==> config.mk <==
export PLATFORM = sky130hd
export DESIGN_NAME = radix_digit_string_encoder_core_flat
export DESIGN_NICKNAME = d
export VERILOG_FILES = /design/src/hdl/rdse_pkg.sv /design/src/hdl/rdse_if.sv /design/src/hdl/rdse_divider.sv /design/src/hdl/radix_digit_string_encoder_core.sv /design/src/flat_wrapper.sv
export SDC_FILE = /design/constraint.sdc
export NUM_CORES = 1
export LEC_CHECK = 0
export BUFFER_PORTS_ARGS = -buffer_cell sky130_fd_sc_hd__buf_2
export CORE_AREA = 5 5 295 297
export DETAILED_ROUTE_END_ITERATION = 12
export DIE_AREA = 0 0 300 302
export MAX_ROUTING_LAYER = met4
export PLACE_DENSITY = 0.48
export SKIP_CTS_REPAIR_TIMING = 1
export SLEW_MARGIN = 40
export SYNTH_ARGS = -nofsm -noshare
export SYNTH_HDL_FRONTEND = slang
export SYNTH_SLANG_ARGS = --single-unit
==> constraint.sdc <==
create_clock -name clk_i -period 14.9 [get_ports clk_i]
set_clock_uncertainty 0.05 [all_clocks]
set_input_delay 2.235 -clock clk_i [delete_from_list [all_inputs] [get_ports clk_i]]
set_output_delay 2.235 -clock clk_i [all_outputs]
set_load 0.005 [all_outputs]
==> src/hdl/rdse_pkg.sv <==
// Package for the radix digit string encoder.
// Holds field widths, the controller state type, the divider status struct
// and the digit-to-ASCII mapping. No dependencies.
`timescale 1ns / 1ps

package rdse_pkg;

  // Payload widths
  localparam int VALUE_W = 63;
  localparam int RADIX_W = 6;
  localparam int CHAR_W  = 7;

  // Digit stack depth default and line break position (digit index, MSD first)
  localparam int MAX_DIGITS_DEF = 64;
  localparam int LINE_BREAK_AT  = 44;

  // Serial divider: quotient bits retired per cycle, padded shift width
  localparam int DIV_STEPS  = 8;
  localparam int SHIFT_W    = ((VALUE_W + DIV_STEPS - 1) / DIV_STEPS) * DIV_STEPS;
  localparam int DIV_CYC    = SHIFT_W / DIV_STEPS;
  localparam int DIV_CNT_W  = (DIV_CYC > 1) ? $clog2(DIV_CYC) : 1;

  // Base limits
  localparam logic [RADIX_W-1:0] RADIX_MIN = RADIX_W'(2);
  localparam logic [RADIX_W-1:0] RADIX_MAX = RADIX_W'(62);

  // Character codes
  localparam logic [CHAR_W-1:0] NEWLINE_CODE = CHAR_W'(10);
  localparam logic [CHAR_W-1:0] ZERO_CODE    = CHAR_W'(0);
  localparam logic [CHAR_W-1:0] ASCII_DIGIT0 = CHAR_W'(48);
  localparam logic [CHAR_W-1:0] ASCII_LOWER  = CHAR_W'(97);
  localparam logic [CHAR_W-1:0] ASCII_UPPER  = CHAR_W'(65);

  // Controller states
  typedef enum logic [2:0] {
    S_IDLE,
    S_ZERO,
    S_DIV,
    S_FETCH,
    S_EMIT
  } state_e;

  // Divider status, one pulse per extracted digit
  typedef struct packed {
    logic               vld;
    logic [RADIX_W-1:0] digit;
    logic               last;
  } div_stat_t;

  // Map a digit value to its ASCII character
  function automatic logic [CHAR_W-1:0] digit_char(input logic [RADIX_W-1:0] d);
    logic [CHAR_W-1:0] dx;
    dx = {{(CHAR_W-RADIX_W){1'b0}}, d};
    if (d <= RADIX_W'(9)) begin
      digit_char = ASCII_DIGIT0 + dx;
    end else if (d <= RADIX_W'(35)) begin
      digit_char = ASCII_LOWER + dx - CHAR_W'(10);
    end else begin
      digit_char = ASCII_UPPER + dx - CHAR_W'(36);
    end
  endfunction

endpackage

==> src/hdl/rdse_if.sv <==
// Channel interfaces of the radix digit string encoder: input and result.
// Depends on rdse_pkg for the payload widths.
`timescale 1ns / 1ps

interface rdse_in_if;
  logic                         valid;
  logic                         ready;
  logic [rdse_pkg::VALUE_W-1:0] value;
  logic [rdse_pkg::RADIX_W-1:0] radix;

  modport source (output valid, output value, output radix, input ready);
  modport sink   (input valid, input value, input radix, output ready);
endinterface

interface rdse_out_if;
  logic                        valid;
  logic                        ready;
  logic [rdse_pkg::CHAR_W-1:0] char_code;
  logic                        is_last;
  logic                        is_empty;

  modport source (output valid, output char_code, output is_last, output is_empty,
                  input ready);
  modport sink   (input valid, input char_code, input is_last, input is_empty,
                  output ready);
endinterface

==> src/hdl/rdse_divider.sv <==
// Serial repeated divider: splits a value into digits of a given base,
// least significant first, DIV_STEPS quotient bits per cycle.
// Depends on rdse_pkg.
`timescale 1ns / 1ps

module rdse_divider (
  input  logic                         clk_i,
  input  logic                         rst_ni,
  input  logic                         start_i,
  input  logic [rdse_pkg::VALUE_W-1:0] value_i,
  input  logic [rdse_pkg::RADIX_W-1:0] radix_i,
  output rdse_pkg::div_stat_t          stat_o
);

  localparam int SW = rdse_pkg::SHIFT_W;
  localparam int RW = rdse_pkg::RADIX_W;
  localparam int NW = rdse_pkg::DIV_CNT_W;

  logic                            run_q;
  logic [NW-1:0]                   cnt_q;
  logic [SW-1:0]                   sh_q,  sh_d;
  logic [RW-1:0]                   rem_q, rem_d;
  logic [RW-1:0]                   radix_q;
  logic                            qnz_q, qnz_d;
  logic                            vld_q;
  logic [RW-1:0]                   digit_q;
  logic                            last_q;
  logic                            cnt_end;

  // Restoring division, DIV_STEPS bits per cycle; quotient bits enter at the bottom
  always_comb begin
    logic [RW:0] part;
    sh_d  = sh_q;
    rem_d = rem_q;
    qnz_d = qnz_q;
    for (int i = 0; i < rdse_pkg::DIV_STEPS; i++) begin
      part = {rem_d, sh_d[SW-1]};
      sh_d = {sh_d[SW-2:0], 1'b0};
      if (part >= {1'b0, radix_q}) begin
        part    = part - {1'b0, radix_q};
        sh_d[0] = 1'b1;
        qnz_d   = 1'b1;
      end
      rem_d = part[RW-1:0];
    end
  end

  assign cnt_end = (cnt_q == NW'(rdse_pkg::DIV_CYC - 1));

  // Control: run until a digit leaves a zero quotient
  always_ff @(posedge clk_i or negedge rst_ni) begin
    if (!rst_ni) begin
      run_q <= 1'b0;
      cnt_q <= '0;
      vld_q <= 1'b0;
    end else begin
      vld_q <= 1'b0;
      if (start_i) begin
        run_q <= 1'b1;
        cnt_q <= '0;
      end else if (run_q) begin
        cnt_q <= cnt_end ? '0 : cnt_q + NW'(1);
        if (cnt_end) begin
          vld_q <= 1'b1;
          if (!qnz_d) begin
            run_q <= 1'b0;
          end
        end
      end
    end
  end

  // Datapath: hold the working quotient and partial remainder
  always_ff @(posedge clk_i) begin
    if (start_i) begin
      sh_q    <= {{(SW-rdse_pkg::VALUE_W){1'b0}}, value_i};
      radix_q <= radix_i;
      rem_q   <= '0;
      qnz_q   <= 1'b0;
    end else if (run_q) begin
      sh_q <= sh_d;
      if (cnt_end) begin
        digit_q <= rem_d;
        last_q  <= !qnz_d;
        rem_q   <= '0;
        qnz_q   <= 1'b0;
      end else begin
        rem_q <= rem_d;
        qnz_q <= qnz_d;
      end
    end
  end

  assign stat_o = '{vld: vld_q, digit: digit_q, last: last_q};

endmodule

==> src/hdl/radix_digit_string_encoder_core.sv <==
// Top level of the radix digit string encoder: digit stack, emit sequencer
// and output register around the serial divider.
// Depends on rdse_pkg, rdse_if and rdse_divider.
//
//   Port    | Dir | Payload                          | Transaction
//   --------+-----+----------------------------------+---------------------------------
//   in_i    | in  | value[62:0], radix[5:0]          | one number to convert
//   out_o   | out | char_code[6:0], is_last, is_empty| one ASCII character (or empty mark)
//
// Each digit is extracted by the serial divider, which retires 8 quotient bits
// per cycle over a 64-bit shift register; each character then passes through
// the stack read port (S_FETCH, then S_EMIT), while the newline is emitted
// straight from S_EMIT. A zero goes to S_ZERO, which emits one empty mark.
// One item at a time: in_i is ready only when idle; the last character may
// still sit in the output register while the next item is accepted.
// Reset clears all control state; the digit stack needs no clearing.
`timescale 1ns / 1ps

module radix_digit_string_encoder_core #(
  parameter int MAX_DIGITS = rdse_pkg::MAX_DIGITS_DEF
) (
  input  logic       clk_i,
  input  logic       rst_ni,
  rdse_in_if.sink    in_i,
  rdse_out_if.source out_o
);

  localparam int ADDR_W = $clog2(MAX_DIGITS);
  localparam int CNT_W  = $clog2(MAX_DIGITS + 1);
  localparam int RW     = rdse_pkg::RADIX_W;
  localparam int CW     = rdse_pkg::CHAR_W;

  rdse_pkg::state_e    state_q, state_d;
  rdse_pkg::div_stat_t div_stat;

  logic [RW-1:0]     stack_mem [MAX_DIGITS];
  logic [RW-1:0]     rd_data_q;
  logic [ADDR_W-1:0] rd_addr;

  logic [CNT_W-1:0]  cnt_q, cnt_d;
  logic [CNT_W-1:0]  pos_q, pos_d;
  logic              nl_q,  nl_d;
  logic [RW-1:0]     radix_clamp;
  logic              in_acc;
  logic              div_start;
  logic              push;
  logic              out_free;
  logic              pos_is_last;
  logic              pos_is_break;

  logic              out_vld_q;
  logic [CW-1:0]     out_char_q, out_char_d;
  logic              out_last_q, out_last_d;
  logic              out_empty_q, out_empty_d;
  logic              out_load;

  // Clamp the base into its legal range
  always_comb begin
    if (in_i.radix < rdse_pkg::RADIX_MIN) begin
      radix_clamp = rdse_pkg::RADIX_MIN;
    end else if (in_i.radix > rdse_pkg::RADIX_MAX) begin
      radix_clamp = rdse_pkg::RADIX_MAX;
    end else begin
      radix_clamp = in_i.radix;
    end
  end

  assign in_i.ready = (state_q == rdse_pkg::S_IDLE);
  assign in_acc     = in_i.valid && in_i.ready;
  assign div_start  = in_acc && (in_i.value != '0);

  rdse_divider u_divider (
    .clk_i   (clk_i),
    .rst_ni  (rst_ni),
    .start_i (div_start),
    .value_i (in_i.value),
    .radix_i (radix_clamp),
    .stat_o  (div_stat)
  );

  assign out_free     = !out_vld_q || out_o.ready;
  assign push         = (state_q == rdse_pkg::S_DIV) && div_stat.vld &&
                        (cnt_q < CNT_W'(MAX_DIGITS));
  assign rd_addr      = ADDR_W'(cnt_q - pos_q - CNT_W'(1));
  assign pos_is_last  = ((pos_q + CNT_W'(1)) == cnt_q);
  assign pos_is_break = (pos_q == CNT_W'(rdse_pkg::LINE_BREAK_AT));

  // Digit stack: push in extraction order, read top-down with registered data
  always_ff @(posedge clk_i) begin
    if (push) begin
      stack_mem[cnt_q[ADDR_W-1:0]] <= div_stat.digit;
    end
    rd_data_q <= stack_mem[rd_addr];
  end

  // Next state
  always_comb begin
    state_d = state_q;
    unique case (state_q)
      rdse_pkg::S_IDLE: begin
        if (in_acc) begin
          state_d = (in_i.value == '0) ? rdse_pkg::S_ZERO : rdse_pkg::S_DIV;
        end
      end
      rdse_pkg::S_ZERO: begin
        if (out_free) begin
          state_d = rdse_pkg::S_IDLE;
        end
      end
      rdse_pkg::S_DIV: begin
        if (div_stat.vld && div_stat.last) begin
          state_d = rdse_pkg::S_FETCH;
        end
      end
      rdse_pkg::S_FETCH: begin
        state_d = rdse_pkg::S_EMIT;
      end
      rdse_pkg::S_EMIT: begin
        if (out_free && !(pos_is_break && !nl_q)) begin
          state_d = pos_is_last ? rdse_pkg::S_IDLE : rdse_pkg::S_FETCH;
        end
      end
      default: state_d = rdse_pkg::S_IDLE;
    endcase
  end

  // Outputs of the sequencer: counters and output register load
  always_comb begin
    cnt_d       = cnt_q;
    pos_d       = pos_q;
    nl_d        = nl_q;
    out_load    = 1'b0;
    out_char_d  = out_char_q;
    out_last_d  = out_last_q;
    out_empty_d = out_empty_q;
    unique case (state_q)
      rdse_pkg::S_IDLE: begin
        if (in_acc) begin
          cnt_d = '0;
          pos_d = '0;
          nl_d  = 1'b0;
        end
      end
      rdse_pkg::S_ZERO: begin
        if (out_free) begin
          out_load    = 1'b1;
          out_char_d  = rdse_pkg::ZERO_CODE;
          out_last_d  = 1'b1;
          out_empty_d = 1'b1;
        end
      end
      rdse_pkg::S_DIV: begin
        if (push) begin
          cnt_d = cnt_q + CNT_W'(1);
        end
      end
      rdse_pkg::S_FETCH: begin
      end
      rdse_pkg::S_EMIT: begin
        if (out_free) begin
          out_load    = 1'b1;
          out_empty_d = 1'b0;
          if (pos_is_break && !nl_q) begin
            out_char_d = rdse_pkg::NEWLINE_CODE;
            out_last_d = 1'b0;
            nl_d       = 1'b1;
          end else begin
            out_char_d = rdse_pkg::digit_char(rd_data_q);
            out_last_d = pos_is_last;
            pos_d      = pos_q + CNT_W'(1);
          end
        end
      end
      default: begin
      end
    endcase
  end

  // Control registers
  always_ff @(posedge clk_i or negedge rst_ni) begin
    if (!rst_ni) begin
      state_q   <= rdse_pkg::S_IDLE;
      cnt_q     <= '0;
      pos_q     <= '0;
      nl_q      <= 1'b0;
      out_vld_q <= 1'b0;
    end else begin
      state_q <= state_d;
      cnt_q   <= cnt_d;
      pos_q   <= pos_d;
      nl_q    <= nl_d;
      if (out_load) begin
        out_vld_q <= 1'b1;
      end else if (out_o.ready) begin
        out_vld_q <= 1'b0;
      end
    end
  end

  // Output payload register
  always_ff @(posedge clk_i) begin
    if (out_load) begin
      out_char_q  <= out_char_d;
      out_last_q  <= out_last_d;
      out_empty_q <= out_empty_d;
    end
  end

  assign out_o.valid     = out_vld_q;
  assign out_o.char_code = out_char_q;
  assign out_o.is_last   = out_last_q;
  assign out_o.is_empty  = out_empty_q;

endmodule

==> src/flat_wrapper.sv <==
// flat-port wrapper written by rule: the top's interface ports become plain ports
module radix_digit_string_encoder_core_flat 
#(
  parameter int MAX_DIGITS = rdse_pkg::MAX_DIGITS_DEF
)
  (clk_i, rst_ni, in_i_valid, in_i_value, in_i_radix, in_i_ready, out_o_valid, out_o_char_code, out_o_is_last, out_o_is_empty, out_o_ready);
  rdse_in_if in_i_i ();
  rdse_out_if out_o_i ();
  input  logic clk_i;
  input  logic rst_ni;
  input wire logic [$bits(in_i_i.valid)-1:0] in_i_valid;
  input wire logic [$bits(in_i_i.value)-1:0] in_i_value;
  input wire logic [$bits(in_i_i.radix)-1:0] in_i_radix;
  output wire logic [$bits(in_i_i.ready)-1:0] in_i_ready;
  output wire logic [$bits(out_o_i.valid)-1:0] out_o_valid;
  output wire logic [$bits(out_o_i.char_code)-1:0] out_o_char_code;
  output wire logic [$bits(out_o_i.is_last)-1:0] out_o_is_last;
  output wire logic [$bits(out_o_i.is_empty)-1:0] out_o_is_empty;
  input wire logic [$bits(out_o_i.ready)-1:0] out_o_ready;
  assign in_i_i.valid = in_i_valid;
  assign in_i_i.value = in_i_value;
  assign in_i_i.radix = in_i_radix;
  assign in_i_ready = in_i_i.ready;
  assign out_o_valid = out_o_i.valid;
  assign out_o_char_code = out_o_i.char_code;
  assign out_o_is_last = out_o_i.is_last;
  assign out_o_is_empty = out_o_i.is_empty;
  assign out_o_i.ready = out_o_ready;
  radix_digit_string_encoder_core #(.MAX_DIGITS(MAX_DIGITS)) u_core (.clk_i(clk_i), .rst_ni(rst_ni), .in_i(in_i_i), .out_o(out_o_i));
endmodule
==> reports/summary.txt <==
YOSYS
----------------------------------------------------------------------------------------
Post-Synthesis Mean Instance Area                                             15.9 sq um
Fraction of the yosys area taken by sequential cells                               0.641
Area contributors post-synth                                                sky130_fd_sc_hd__edfxtp_1 60%, sky130_fd_sc_hd__mux4_2 12%, sky130_fd_sc_hd__ha_1 3.4%, sky130_fd_sc_hd__mux2_2 3.3%, sky130_fd_sc_hd__dfrtp_1 2.6%
Number of synthesized register bits                                                  507
Most area-hungry cell type in the Yosys netlist                             sky130_fd_sc_hd__edfxtp_1
Flip-flop cell with the highest count after synthesis                       sky130_fd_sc_hd__edfxtp_1
Yosys warnings                                                                         0
Synth Instances                                                                     1470
Number of different library cells in the post-synthesis netlist                       77
Number of synthesized flops with an enable pin                                       469
Post-synthesis instance area                                                 23300 sq um
Synthesized Nets                                                                    1616
Yosys top cell area share                                                          0.603
Ys async rst share                                                                0.0473

OUTCOME
----------------------------------------------------------------------------------------
Outcome                                                                     complete, no violations

FINISH
----------------------------------------------------------------------------------------
Share of cells above drive strength 1                                              0.310
Final core utilization                                                             0.329
Final cell area excluding filler cells                                       27700 sq um
Most frequent cells in the layout                                           469 x sky130_fd_sc_hd__edfxtp_1, 123 x sky130_fd_sc_hd__nor2_1, 120 x sky130_fd_sc_hd__mux4_2, 84 x sky130_fd_sc_hd__buf_4, 83 x sky130_fd_sc_hd__buf_2
Layout overhead on the synthesized area                                            18.8%
Most frequent standard cell in the layout excluding fill and tap cells      sky130_fd_sc_hd__edfxtp_1
Fillers                                                                             8291
# nets final                                                                        1784

GRT
----------------------------------------------------------------------------------------
Antenna violations before repair                                                       4
Met2 layer usage reported by global route                                          0.205
Met3 Resource Use GR                                                              0.0224
Total global routing overflow                                                          0
Maximum number of pins on one net before global-route repair                          65
Vias in the first global route                                                     13753
Met1 global-route usage                                                            0.179
Global-route total usage across every layer                                        0.131
Busiest layer in global routing                                                     met2
Global-route wire length before repair                                      87700 microns

ROUTE
----------------------------------------------------------------------------------------
Sum of routed wire length over all layers                                   59000 microns
Via count                                                                          13461
DR DRC count                                                                           0
Drt first pass iters                                                                   5
Number of nets with antenna violations after detailed routing                          0
Drt initial violations                                                               881
Via-to-Cell Ratio                                                                   4.85
Routed length per placed instance                                           21.3 microns

PLACED DESIGN
----------------------------------------------------------------------------------------
Final weighted congestion in routability-driven placement                          0.865
Standard cell area after detailed placement                                  25500 sq um
Number of port buffers                                                                83
Total half-perimeter wirelength after legalization and detailed placement   38600 microns

TIMING
----------------------------------------------------------------------------------------
Number of max-slew violations in the final report                                      0
Number of hold violations in the final report                                          0
Highest achievable clock rate                                                 0.0693 GHz
Final period utilization                                                           0.968
Final count of negative-setup-slack endpoints                                          0
Slew @ Worst Pin                                                                0.853 ns
Minimum period implied by the final worst setup slack                           14.42 ns
Setup TNS after final layout                                                        0 ns
Worst hold slack                                                                0.457 ns
Max-slew headroom at the worst pin                                                 0.431

DIE
----------------------------------------------------------------------------------------
Width of the die                                                             300 microns
Initial core utilization                                                           0.277
Floorplan row count                                                                  107
Die Area                                                                     90600 sq um
Number of I/O pins                                                                    84
Y dimension of the die                                                       302 microns
Area of the core region                                                      84300 sq um

SETUP PATH
----------------------------------------------------------------------------------------
Largest fanout on the critical path                                                    8
Biggest cell delay along the critical path                                       0.55 ns
Crit path max-delay cell type                                               sky130_fd_sc_hd__or4_4
Data arrival time of the worst path                                             14.73 ns
Kind of end point of the critical path                                         flip-flop
Setup crit start kind                                                          flip-flop
Reg-to-reg slack, setup                                                          0.48 ns
Worst setup path category                                                   flip-flop to flip-flop
Endpoint required time on the critical path                                     15.20 ns

MIN PATH
----------------------------------------------------------------------------------------
Kind of path behind the tightest hold check                                 flip-flop to flip-flop

CTS
----------------------------------------------------------------------------------------
CTS tree                                                                            done
Root cell of the clock tree                                                 sky130_fd_sc_hd__clkbuf_16
CTS H-tree depth                                                                       2
CTS Sinks                                                                            507
CTS Buffer Depth                                                                       3
CTS Buf Count                                                                         57
Worst skew pair latency                                                          0.65 ns
Clock transition at the registers of the reported paths                          0.06 ns

JOB
----------------------------------------------------------------------------------------
Max capacitance violation total                                                        0

[cell usage after synthesis (4+ instances only)]
cell                         n
sky130_fd_sc_hd__edfxtp_1  469
sky130_fd_sc_hd__nor2_1    126
sky130_fd_sc_hd__mux4_2    120
sky130_fd_sc_hd__inv_1      74
sky130_fd_sc_hd__mux2_2     69
sky130_fd_sc_hd__ha_1       64
sky130_fd_sc_hd__nand2_1    53
sky130_fd_sc_hd__clkbuf_1   49
sky130_fd_sc_hd__a21oi_1    42
sky130_fd_sc_hd__o21ai_0    35
sky130_fd_sc_hd__xnor2_1    27
sky130_fd_sc_hd__dfrtp_1    24
sky130_fd_sc_hd__mux2i_1    20
sky130_fd_sc_hd__a21o_1     19
sky130_fd_sc_hd__nor2b_1    19
sky130_fd_sc_hd__nor4_1     19
sky130_fd_sc_hd__xor2_1     19
sky130_fd_sc_hd__nand4_1    16
sky130_fd_sc_hd__dfxtp_1    14
sky130_fd_sc_hd__nand2b_1   14
sky130_fd_sc_hd__nand3_1    14
sky130_fd_sc_hd__buf_1      13
sky130_fd_sc_hd__o21a_1     11
sky130_fd_sc_hd__nor3_1     10
sky130_fd_sc_hd__a211oi_1    9
sky130_fd_sc_hd__fa_1        9
sky130_fd_sc_hd__and3_1      7
sky130_fd_sc_hd__o32ai_1     7
sky130_fd_sc_hd__or2_2       7
sky130_fd_sc_hd__or3_1       7
sky130_fd_sc_hd__nand3b_1    6
sky130_fd_sc_hd__o211ai_1    5
sky130_fd_sc_hd__a31oi_1     4
sky130_fd_sc_hd__o22ai_1     4
sky130_fd_sc_hd__o31a_1      4
[worst max-delay path, delay by kind of cell (launching register included)]
kind | cells | cell delay (ns)
flops | 1 | 0.33
buf+inv | 7 | 0.65
compound gates | 36 | 6.11
mux | 4 | 1.13
simple gates | 18 | 3.57
fa+ha+maj | 8 | 2.30
[sequential cells by signal, summed over array words and instances (netlist names)]
name / flops
u_core.u_divider.radix_q: 6
u_core.u_divider.digit_q: 6
u_core.rd_data_q: 6
u_core.out_o.is_empty: 1
u_core.out_o.char_code: 7
u_core.pos_q: 7
u_core.u_divider.vld_q: 1
u_core.u_divider.rem_q: 6
u_core.u_divider.sh_q: 64
u_core.stack_mem: 384
u_core.cnt_q: 7
u_core.u_divider.run_q: 1
u_core.u_divider.cnt_q: 3
u_core.state_q: 3
u_core.out_o.is_last: 1
u_core.u_divider.qnz_q: 1
u_core.u_divider.last_q: 1
u_core.out_o.valid: 1
u_core.nl_q: 1
[per-stage QoR]
step,instances,setup slack [ns]
detailed placement,2636,-0.632
global route,2777,-0.250
finish,2777,0.479
floorplan,1470,0.0110
global placement,2635,-0.0411
CTS,2741,-0.705
[path summary, 6_finish.rpt]
path | start | endpoint | cells after the start
setup / recovery | u_core.u_divider.radix_q[4] | u_core.u_divider.digit_q[3] | 73
hold reg to reg | u_core.nl_q | u_core.nl_q | 2
hold / removal | u_core.nl_q | u_core.nl_q | 2
min in group asynchronous | rst_ni | u_core.nl_q | 1
max in group asynchronous | rst_ni | u_core.u_divider.cnt_q[0] | 1
setup reg to reg | u_core.u_divider.radix_q[4] | u_core.u_divider.digit_q[3] | 73
[logic make-up (layout without fill, tap and decap cells)]
group | after synthesis | after routing | share of synthesized area
compound gates | 185 | 185 | 0.0549
xor+xnor | 46 | 46 | 0.0173
fa+ha+maj | 73 | 73 | 0.0420
buf+inv | 138 | 352 | 0.0228
flops | 507 | 507 | 0.641
mux | 209 | 209 | 0.158
other cells | 0 | 3 | 0
simple gates | 312 | 312 | 0.0645
[cell type report]
type | count | area, sq um | share of cell area
Inverter | 74 | 280 | 0.0101
Sequential cell | 507 | 15000 | 0.539
Timing Repair Buffer | 173 | 1110 | 0.0401
Multi-Input combinational cell | 825 | 8230 | 0.297
Clock inverter | 35 | 313 | 0.0113
Antenna cell | 3 | 7.51 | 0.000271
Clock buffer | 70 | 1480 | 0.0532
Tap cell | 1090 | 1360 | 0.0492
[metal layers]
layer  routed length, microns  up-vias
li1                         -     6100
met1                    26800     6912
met2                    27900      369
met3                     3160       80
met4                     1130        0
met5                        0        -
Power is not shown: default switching activity piles up to over one toggle a cycle in this logic, so the estimate is an artifact.
